===== config.mk =====
export PLATFORM = sky130hd
export DESIGN_NAME = sse_line_event_scanner
export DESIGN_NICKNAME = d
export VERILOG_FILES = /design/src/hw/rtl/sle_pkg.sv /design/src/hw/rtl/sle_front.sv /design/src/hw/rtl/sle_queue.sv /design/src/hw/rtl/sle_back.sv /design/src/hw/rtl/sse_line_event_scanner.sv
export SDC_FILE = /design/constraint.sdc
export NUM_CORES = 1
export LEC_CHECK = 0
export BUFFER_PORTS_ARGS = -buffer_cell sky130_fd_sc_hd__buf_2
export CAP_MARGIN = 20
export CORE_MARGIN = 5
export CORE_UTILIZATION = 60
export CTS_BUF_LIST = sky130_fd_sc_hd__clkbuf_16
export CTS_CLUSTER_DIAMETER = 120
export DETAILED_ROUTE_END_ITERATION = 12
export GPL_TIMING_DRIVEN = 1
export HOLD_SLACK_MARGIN = 0.02
export PLACE_DENSITY = 0.83
export SETUP_SLACK_MARGIN = 0.3
export SLEW_MARGIN = 5
export SYNTH_ARGS = -nofsm -noshare
export SYNTH_HDL_FRONTEND = slang
export SYNTH_SLANG_ARGS = --single-unit
export TNS_END_PERCENT = 5

===== constraint.sdc =====
create_clock -name clk -period 5.24 [get_ports clk]
set_input_delay 0.786 -clock clk [delete_from_list [all_inputs] [get_ports clk]]
set_output_delay 0.786 -clock clk [all_outputs]
set_load 0.01 [all_outputs]

===== src/hw/rtl/sle_pkg.sv =====
// Shared types and constants for the line and event scanner.
package sle_pkg;

  localparam int unsigned QDepth = 4;
  localparam int unsigned QPtrW  = $clog2(QDepth);
  localparam int unsigned NSlots = 3;

  localparam logic [7:0] ChLf = 8'h0A;
  localparam logic [7:0] ChCr = 8'h0D;

  typedef enum logic [1:0] {
    KIND_DATA  = 2'd0,
    KIND_LINE  = 2'd1,
    KIND_BLANK = 2'd2,
    KIND_EOS   = 2'd3
  } kind_t;

  typedef enum logic [1:0] {
    ES_BLANK = 2'd0,
    ES_BREAK = 2'd1,
    ES_MID   = 2'd2
  } end_state_t;

  typedef enum logic [1:0] {
    LS_START      = 2'd0,
    LS_CONTENT    = 2'd1,
    LS_CR_BLANK   = 2'd2,
    LS_CR_CONTENT = 2'd3
  } line_state_t;

  typedef struct packed {
    logic       cmd;
    logic [7:0] in_byte;
  } in_item_t;

  typedef struct packed {
    logic [1:0] kind;
    logic [7:0] out_byte;
    logic [1:0] end_state;
    logic       last;
  } out_item_t;

  typedef struct packed {
    logic [1:0] kind;
    logic [7:0] data;
    logic [1:0] es;
  } res_t;

  // One request's worth of results, in emission order.
  typedef struct packed {
    logic [1:0]             cnt;
    res_t [NSlots-1:0]      res;
  } entry_t;

  function automatic logic [7:0] bom_byte(input logic [1:0] idx);
    logic [7:0] b;
    case (idx)
      2'd0:    b = 8'hEF;
      2'd1:    b = 8'hBB;
      default: b = 8'hBF;
    endcase
    return b;
  endfunction

endpackage


===== src/hw/rtl/sle_front.sv =====
// Front end: accept requests, track mark and line state, build result entries.
module sle_front (
  input  logic              clk,
  input  logic              rst_n,
  input  logic              push,
  input  sle_pkg::in_item_t in_data,
  input  logic              q_full,
  output logic              q_wr,
  output sle_pkg::entry_t   q_wdata
);

  logic [1:0]           bom_count_r, bom_count_nxt;
  logic                 bom_done_r,  bom_done_nxt;
  sle_pkg::line_state_t ls_r,        ls_nxt;
  logic                 accept;

  assign accept = push && !q_full;

  always_comb begin
    sle_pkg::entry_t e;
    logic [1:0]      n;
    logic [1:0]      pre;
    logic            done;
    logic            scan;
    logic [7:0]      b;
    e             = '0;
    n             = 2'd0;
    pre           = 2'd0;
    scan          = 1'b0;
    b             = in_data.in_byte;
    bom_count_nxt = bom_count_r;
    ls_nxt        = ls_r;
    done          = bom_done_r || (bom_count_r == 2'd3);
    bom_done_nxt  = done;

    if (in_data.cmd) begin
      if (!done) begin
        pre = bom_count_r;
      end
      bom_done_nxt = 1'b1;
    end else if (!done) begin
      if (b == sle_pkg::bom_byte(bom_count_r)) begin
        bom_count_nxt = bom_count_r + 2'd1;
        if (bom_count_r == 2'd2) begin
          bom_done_nxt = 1'b1;
        end
      end else begin
        bom_done_nxt = 1'b1;
        pre          = bom_count_r;
        scan         = 1'b1;
      end
    end else begin
      scan = 1'b1;
    end

    // Release the withheld mark prefix as content.
    if (pre != 2'd0) begin
      e.res[0] = '{kind: sle_pkg::KIND_DATA, data: sle_pkg::bom_byte(2'd0), es: 2'd0};
      n        = 2'd1;
      if (pre == 2'd2) begin
        e.res[1] = '{kind: sle_pkg::KIND_DATA, data: sle_pkg::bom_byte(2'd1), es: 2'd0};
        n        = 2'd2;
      end
      ls_nxt = sle_pkg::LS_CONTENT;
    end

    if (in_data.cmd) begin
      e.res[n].kind = sle_pkg::KIND_EOS;
      e.res[n].data = 8'd0;
      unique case (ls_nxt)
        sle_pkg::LS_CR_BLANK: e.res[n].es = sle_pkg::ES_BLANK;
        sle_pkg::LS_CONTENT:  e.res[n].es = sle_pkg::ES_MID;
        default:              e.res[n].es = sle_pkg::ES_BREAK;
      endcase
      n      = n + 2'd1;
      ls_nxt = sle_pkg::LS_START;
    end else if (scan) begin
      // Complete a held CR line first; an LF right after it is absorbed.
      if (ls_nxt == sle_pkg::LS_CR_BLANK || ls_nxt == sle_pkg::LS_CR_CONTENT) begin
        e.res[n].kind = (ls_nxt == sle_pkg::LS_CR_BLANK) ? sle_pkg::KIND_BLANK
                                                         : sle_pkg::KIND_LINE;
        n      = n + 2'd1;
        ls_nxt = sle_pkg::LS_START;
        if (b == sle_pkg::ChLf) begin
          scan = 1'b0;
        end
      end
      if (scan) begin
        if (b == sle_pkg::ChLf) begin
          e.res[n].kind = (ls_nxt == sle_pkg::LS_START) ? sle_pkg::KIND_BLANK
                                                        : sle_pkg::KIND_LINE;
          n      = n + 2'd1;
          ls_nxt = sle_pkg::LS_START;
        end else if (b == sle_pkg::ChCr) begin
          ls_nxt = (ls_nxt == sle_pkg::LS_START) ? sle_pkg::LS_CR_BLANK
                                                 : sle_pkg::LS_CR_CONTENT;
        end else begin
          e.res[n].kind = sle_pkg::KIND_DATA;
          e.res[n].data = b;
          n      = n + 2'd1;
          ls_nxt = sle_pkg::LS_CONTENT;
        end
      end
    end

    e.cnt   = n;
    q_wdata = e;
    q_wr    = accept && (n != 2'd0);
  end

  always_ff @(posedge clk) begin
    if (!rst_n) begin
      bom_count_r <= 2'd0;
      bom_done_r  <= 1'b0;
      ls_r        <= sle_pkg::LS_START;
    end else if (accept) begin
      bom_count_r <= bom_count_nxt;
      bom_done_r  <= bom_done_nxt;
      ls_r        <= ls_nxt;
    end
  end

endmodule


===== src/hw/rtl/sle_queue.sv =====
// Short entry queue between front and back ends.
module sle_queue (
  input  logic            clk,
  input  logic            rst_n,
  input  logic            wr,
  input  sle_pkg::entry_t wdata,
  input  logic            rd,
  output sle_pkg::entry_t rdata,
  output logic            full,
  output logic            empty
);

  sle_pkg::entry_t                ent_r [sle_pkg::QDepth];
  logic [sle_pkg::QPtrW-1:0]      wp_r, rp_r;
  logic [sle_pkg::QPtrW:0]        cnt_r;

  assign full  = (cnt_r == (sle_pkg::QPtrW+1)'(sle_pkg::QDepth));
  assign empty = (cnt_r == '0);
  assign rdata = ent_r[rp_r];

  always_ff @(posedge clk) begin
    if (wr) begin
      ent_r[wp_r] <= wdata;
    end
  end

  always_ff @(posedge clk) begin
    if (!rst_n) begin
      wp_r  <= '0;
      rp_r  <= '0;
      cnt_r <= '0;
    end else begin
      if (wr) begin
        wp_r <= wp_r + 1'b1;
      end
      if (rd) begin
        rp_r <= rp_r + 1'b1;
      end
      if (wr && !rd) begin
        cnt_r <= cnt_r + 1'b1;
      end else if (rd && !wr) begin
        cnt_r <= cnt_r - 1'b1;
      end
    end
  end

endmodule


===== src/hw/rtl/sle_back.sv =====
// Back end: step through the results of the head entry, one per pop.
module sle_back (
  input  logic               clk,
  input  logic               rst_n,
  input  sle_pkg::entry_t    head,
  input  logic               q_empty,
  input  logic               pop,
  output logic               q_rd,
  output logic               empty,
  output sle_pkg::out_item_t out_data
);

  logic [1:0]    slot_r;
  logic          is_last;
  sle_pkg::res_t cur;

  assign cur     = head.res[slot_r];
  assign is_last = (slot_r == head.cnt - 2'd1);
  assign empty   = q_empty;
  assign q_rd    = pop && !q_empty && is_last;

  assign out_data.kind      = cur.kind;
  assign out_data.out_byte  = cur.data;
  assign out_data.end_state = cur.es;
  assign out_data.last      = is_last;

  always_ff @(posedge clk) begin
    if (!rst_n) begin
      slot_r <= 2'd0;
    end else if (pop && !q_empty) begin
      slot_r <= is_last ? 2'd0 : slot_r + 2'd1;
    end
  end

endmodule


===== src/hw/rtl/sse_line_event_scanner.sv =====
// Top level of the server-sent-event line and event scanner.
// Takes one request per cycle while full is low (a stream byte or an
// end-of-stream flush) and returns content bytes, line ends, blank-line event
// boundaries and an end-of-stream status, oldest first, one result per cycle
// while the consumer pops. A result reaches the output through the queue
// entry written when its request is accepted. Most requests make zero or one
// result; a held CR, a broken byte-order-mark prefix or a flush can make two or
// three, handed out one per pop by the single result path of the back end. A
// four-entry queue between front and back lets input keep flowing through
// such bursts and while the consumer stalls; full rises only when it fills.

module sse_line_event_scanner (
  input  logic               clk,
  input  logic               rst_n,
  input  logic               push,
  output logic               full,
  input  sle_pkg::in_item_t  in_data,
  output logic               empty,
  input  logic               pop,
  output sle_pkg::out_item_t out_data
);

  logic            q_wr;
  logic            q_rd;
  logic            q_empty;
  sle_pkg::entry_t q_wdata;
  sle_pkg::entry_t q_head;

  // Classify each request and update mark/line state at accept.
  sle_front u_front (
    .clk     (clk),
    .rst_n   (rst_n),
    .push    (push),
    .in_data (in_data),
    .q_full  (full),
    .q_wr    (q_wr),
    .q_wdata (q_wdata)
  );

  // Hold entries until the back end drains them.
  sle_queue u_queue (
    .clk   (clk),
    .rst_n (rst_n),
    .wr    (q_wr),
    .wdata (q_wdata),
    .rd    (q_rd),
    .rdata (q_head),
    .full  (full),
    .empty (q_empty)
  );

  // Advance through each entry's results as the consumer pops.
  sle_back u_back (
    .clk      (clk),
    .rst_n    (rst_n),
    .head     (q_head),
    .q_empty  (q_empty),
    .pop      (pop),
    .q_rd     (q_rd),
    .empty    (empty),
    .out_data (out_data)
  );

endmodule


; ---- Word-level counts from Yosys, hierarchy flattened
; Memories as Yosys holds them, arrays and structs flattened. A register that Yosys moved wholly into a read port is not among the register bits.
; Index checks and enable logic that the tools add are counted.
[totals]
regBits = 14
latch_bits = 0
mem_bits_rw = 152
rom_bits = 0
input_bits = 13
elab_cells = 136
memories = 1
[op_classes]
addsub = 9
mul = 0
div = 0
magnitude_cmp = 5
n_eq_ne = 12
shifts = 0
mux = 79
bitwise = 2
n_reduce_logical = 21
[mem_list]
columns = name, words, word_bits, rd, rd_clocked_by_memory_dff, wr, line
row1 = u_queue.ent_r, 4, 38, 1, 1, 1, sle_queue.sv:13  ; sle_pkg::entry_t ent_r [sle_pkg::QDepth];
[ops]
columns = cell, n
row1 = bitwise mux 36 bit, 9
row2 = 2-to-1 mux 36 bit, 8
row3 = demux 12 bit (select 2 bit), 5
row4 = one-hot mux 36 bit (2 select lines), 1
row5 = 2-to-1 mux 2 bit, 29
row6 = 2-to-1 mux 12 bit, 3
row7 = 2-to-1 mux 10 bit, 3
row8 = binary-select mux 12 bit (select 2 bit), 1
row9 = 2-to-1 mux 24 bit, 1
row10 = == test 8 x 4 -> 1 bit (second input constant), 2
row11 = 2-to-1 mux 8 bit, 2
row12 = 2-to-1 mux 1 bit, 14
row13 = one-hot mux 7 bit (2 select lines), 1
row14 = adder 2 x 1 -> 2 bit (second input constant), 6
row15 = == test 2 bit (second input constant), 5
row16 = < comparator 2 x 3 -> 1 bit (second input constant), 3
row17 = == test 8 bit, 1
row18 = logical AND 1 bit, 8
row19 = 2-to-1 mux 3 bit, 2
row20 = nonzero test 2 bit, 3
row21 = == test 2 x 1 -> 1 bit (second input constant), 2
row22 = >= comparator 2 x 1 -> 1 bit (second input constant), 2
row23 = logical NOT 1 bit, 4
row24 = logical NOT 2 bit, 2
row25 = 9 further kinds, 11

; ---- Logic depth before layout (Yosys ltp)
[depth]
depth_word = 27
depth_mapped = 18
depth_no_buf = 17

; ---- Hierarchy
; From an unflattened synthesis, not the netlist that was laid out.
[hier_totals]
hier_cells = 440
hier_area_um2 = 7290.7
[by_module_without_submodules]
columns = module, n_inst, cells_each, area_per_inst_um2, seq_area_each_um2
row1 = sle_queue, 1, 241, 5943.2, 4744.6
row2 = sle_front, 1, 141, 953.4, 100.1
row3 = sle_back, 1, 58, 394.1, 40.0

; ---- Worst setup path before layout
; OpenSTA, ideal clock, no wires.
[synth_path]
kind = in2reg
startpoint = input in_data[2] (netlist name)
endpoint = memory u_queue.ent_r[0][0] (netlist name), enable pin
t_arrival_ns = 3.597
required_ns = 4.841
path_slack_ns = 1.244
stages = 12
path_buffers = 2
cell_sequence = buf_2 > xnor2_1 > a2111o_1 > and2_1 > clkbuf_1 > inv_1 > ha_1 > nand2_1 > mux2i_1 > a31o_2 > o2bb2ai_4 > and2_1
[synth_lines]
columns = item, line
row1 = "start, declared", sse_line_event_scanner.sv:17  ; input sle_pkg::in_item_t in_data,
row2 = "end, declared", sle_queue.sv:13

==> run summary <==
First-pass GRT wire length -> 23.8 mm
# setup viols final -> 0
WHS -> 0.506 ns
Drt pass-1 iters -> 5
Detail Route Antenna Nets -> 0
Area leader, netlist -> edfxtp_1
Filler cells -> 778
Area taken by multi-input logic gates -> 2310 sq um
Mapped Nets -> 489
Die width -> 121 um
Vias post-DR -> 4150
Largest net degree at the start of global routing -> 39
Most frequent cells in the layout -> edfxtp_1 (152), mux4_2 (38), inv_1 (27), buf_2 (27), nor2_1 (23)
Commonest non-fill, non-tap cell in the layout -> edfxtp_1
Status -> finished, final reports clean
Setup crit end kind -> register
Hpwl dp -> 9.62 mm
Cells after Synth -> 461
Reg2reg end -> u_queue.cnt_r[2]
Hold EP -> u_queue.wp_r[0]
IO Pins -> 28
Worst flop-to-flop path startpoint -> u_front.bom_count_r[0]
DR vias/cell -> 6.30
Layout cells sized above 1 -> 0.232
R2r setup slk -> 0.99 ns
CTS resizes -> 0
CTS sink count -> 168
Worst R2R Path Depth -> 16
Fmax -> 235 MHz
Max_slew headroom -> 0.347
Crit-path max cell delay -> 0.50 ns
Port Buffers -> 27
CP required -> 5.58 ns
Row count -> 40
Setup CP Type -> reg -> reg
Number of antenna violations at the first check in global routing -> 0
Max Cap Violations -> 0
Synth top area share -> 0.619
Clock slew at reported path FFs -> 0.06 ns
Nets -> 527
Most used cell, CP -> ha_1
DRC -> 0
Gr usage total -> 0.221
H-tree depth -> 4
GR Overflow Total -> 0
Crit path max fanout -> 8
Setup Buffers After CTS -> 0
Placer congestion estimate -> 0.906
Synth Flop Type -> edfxtp_1
Slew @ Worst Pin -> 0.976 ns
Core area -> 12000 sq um
Number of distinct library cells after synthesis -> 51
Pwr dens -> 436 nW/um^2
Hold_sp -> u_queue.wp_r[0]
Initial Util -> 0.614
Synthesized area -> 7370 sq um
Post-route clock skew -> 0.00726 ns
FF+latch area -> 4890 sq um
Final hold violations -> 0
RSZ-0062 raised after global routing -> false
Clk buf depth -> 2
Maximum vdd drop -> 0.308 mV
Vias in the first global route -> 4179
Final slew viol count -> 0
Sequential fraction of the synthesis area -> 0.663
Drt wl/cell -> 22.4 um
Cts bufs inserted -> 17
Top post-synthesis cells by area -> edfxtp_1 (62%), mux4_2 (12%), dfxtp_1 (4.3%)
Syn-to-layout area delta -> 12.3%
Setup TNS -> 0 ns
Yosys reg bits -> 168
CP top delay family -> compound AO/OA/AOI/OAI gates
Startpoint types -> register
Die area -> 14600 sq um
Worst hold path class -> reg -> reg
Cell Chain, Critical Path -> inv_1 > ha_1 > nand4bb_1 > a2111o_1 > a211oi_4 > ha_1 > nand2_1 > mux2i_1 > a31o_2 > o2bb2ai_4 > ha_1 > inv_1 > fa_1 > xor2_1 > or3_1 > a21boi_0
CP max-delay cell -> a2111o_1
Clk_lat worst skew -> 0.42 ns
Async set-reset flop share out of synthesis -> 0
CP bufs+invs -> 2
ANT cells -> 0
Synth Area per Inst -> 16.0 sq um
Die Span Y -> 121 um
Ys Warns -> 0
Clock tree from TritonCTS -> done
Pleak -> 2.99 nW
CTS Hold Bufs -> 0
DRT iter0 DRCs -> 473
Worst EP arrival -> 4.59 ns
Root buffer cell -> clkbuf_16
Min cycle time layout -> 4.25 ns
EDFF count, synth -> 152
Post-Route WL -> 14.8 mm
WHS Path Cells -> 2
Post-route clock period utilization -> 0.811
==> power by group <==
part	switching (mW)	internal, mW
combinational	0.398	0.355
sequential	0.0512	1.60
clock	0.499	0.703
==> routing by layer <==
| metal | vias to the layer above | routed length, um | GRT usage |
|---|---|---|---|
| met3 | 21 | 942 | 0.0538 |
| li1 | 1859 | - | - |
| met1 | 2104 | 6220 | 0.304 |
| met4 | 0 | 239 | 0.0652 |
| met2 | 166 | 7380 | 0.354 |
| met5 | - | 0 | 0 |
==> per-stage QoR <==
| stage | util | setup slack, ns | area [sq um] | power (mW) | instances |
|---|---|---|---|---|---|
| 4_1_cts | 0.689 | 0.994 | 8280 | 3.65 | 659 |
| 3_5_place_dp | 0.641 | 0.917 | 7700 | 2.44 | 627 |
| 2_1_floorplan | - | 1.24 | 7370 | 2.22 | 461 |
| 6_report | 0.689 | 0.990 | 8280 | 3.61 | 659 |
| 3_3_place_gp | 0.641 | 1.14 | 7700 | 2.41 | 627 |
| 5_1_grt | 0.689 | 0.657 | 8280 | 3.78 | 659 |
==> worst reg2reg max path: cells and delay by family, from the launching register on <==
kind	cells	cell delay, ns
flip-flops	1	0.47
AO/OA/AOI/OAI	5	1.50
multiplexers	1	0.15
adder cells (fa/ha/maj)	4	1.03
buffers and inverters	2	0.20
XOR/XNOR	1	0.18
AND/OR/NAND/NOR	3	0.64
==> worst max-delay path by stage <==
stage | startpoint | to | slack [ns] | depth (start not counted)
2_1_floorplan | in_data[2] | u_queue.ent_r[0][0] | 1.24 | 12
3_3_place_gp | in_data[4] | u_queue.cnt_r[2] | 1.14 | 15
3_5_place_dp | in_data[4] | u_queue.cnt_r[2] | 0.92 | 15
4_1_cts | u_front.bom_count_r[0] | u_queue.cnt_r[2] | 0.99 | 16
5_1_grt | u_front.bom_count_r[0] | u_queue.cnt_r[2] | 0.66 | 16
6_report | u_front.bom_count_r[0] | u_queue.cnt_r[2] | 0.99 | 16
==> synthesized netlist by cell type, types with 12 or more instances <==
master	n
and2_1	17
dfxtp_1	16
edfxtp_1	152
ha_1	14
inv_1	25
mux2i_1	19
mux4_2	38
nand2_1	21
nor2_1	23
o21ai_0	21
o22ai_1	12
==> area by class of cell <==
class / count / area share
inverter: 26 / 0.0118
tap: 147 / 0.0222
sequential: 168 / 0.590
timing repair buffer: 38 / 0.0263
multi-input combinational: 248 / 0.279
clock inverter: 15 / 0.0186
clock buffer: 17 / 0.0514
==> kinds of logic after synthesis <==
family,after synthesis,synth area share
DFF,168,0.663
adders and majority gates,15,0.0265
buffers and inverters,45,0.0243
AOI/OAI and AO/OA,59,0.0569
muxes,57,0.142
and+or+nand+nor,110,0.0793
xor gates and xnor gates,7,0.00832
==> sequential cells by signal, indices dropped and copies added (netlist names), named ones only <==
| name | cells |
|---|---|
| u_queue.cnt_r | 3 |
| u_front.bom_done_r | 1 |
| u_queue.rp_r | 2 |
| u_front.ls_r | 2 |
| u_back.slot_r | 2 |
| u_queue.wp_r | 2 |
| u_queue.ent_r | 152 |
| u_front.bom_count_r | 2 |
Power figures use the tool's default switching activity.
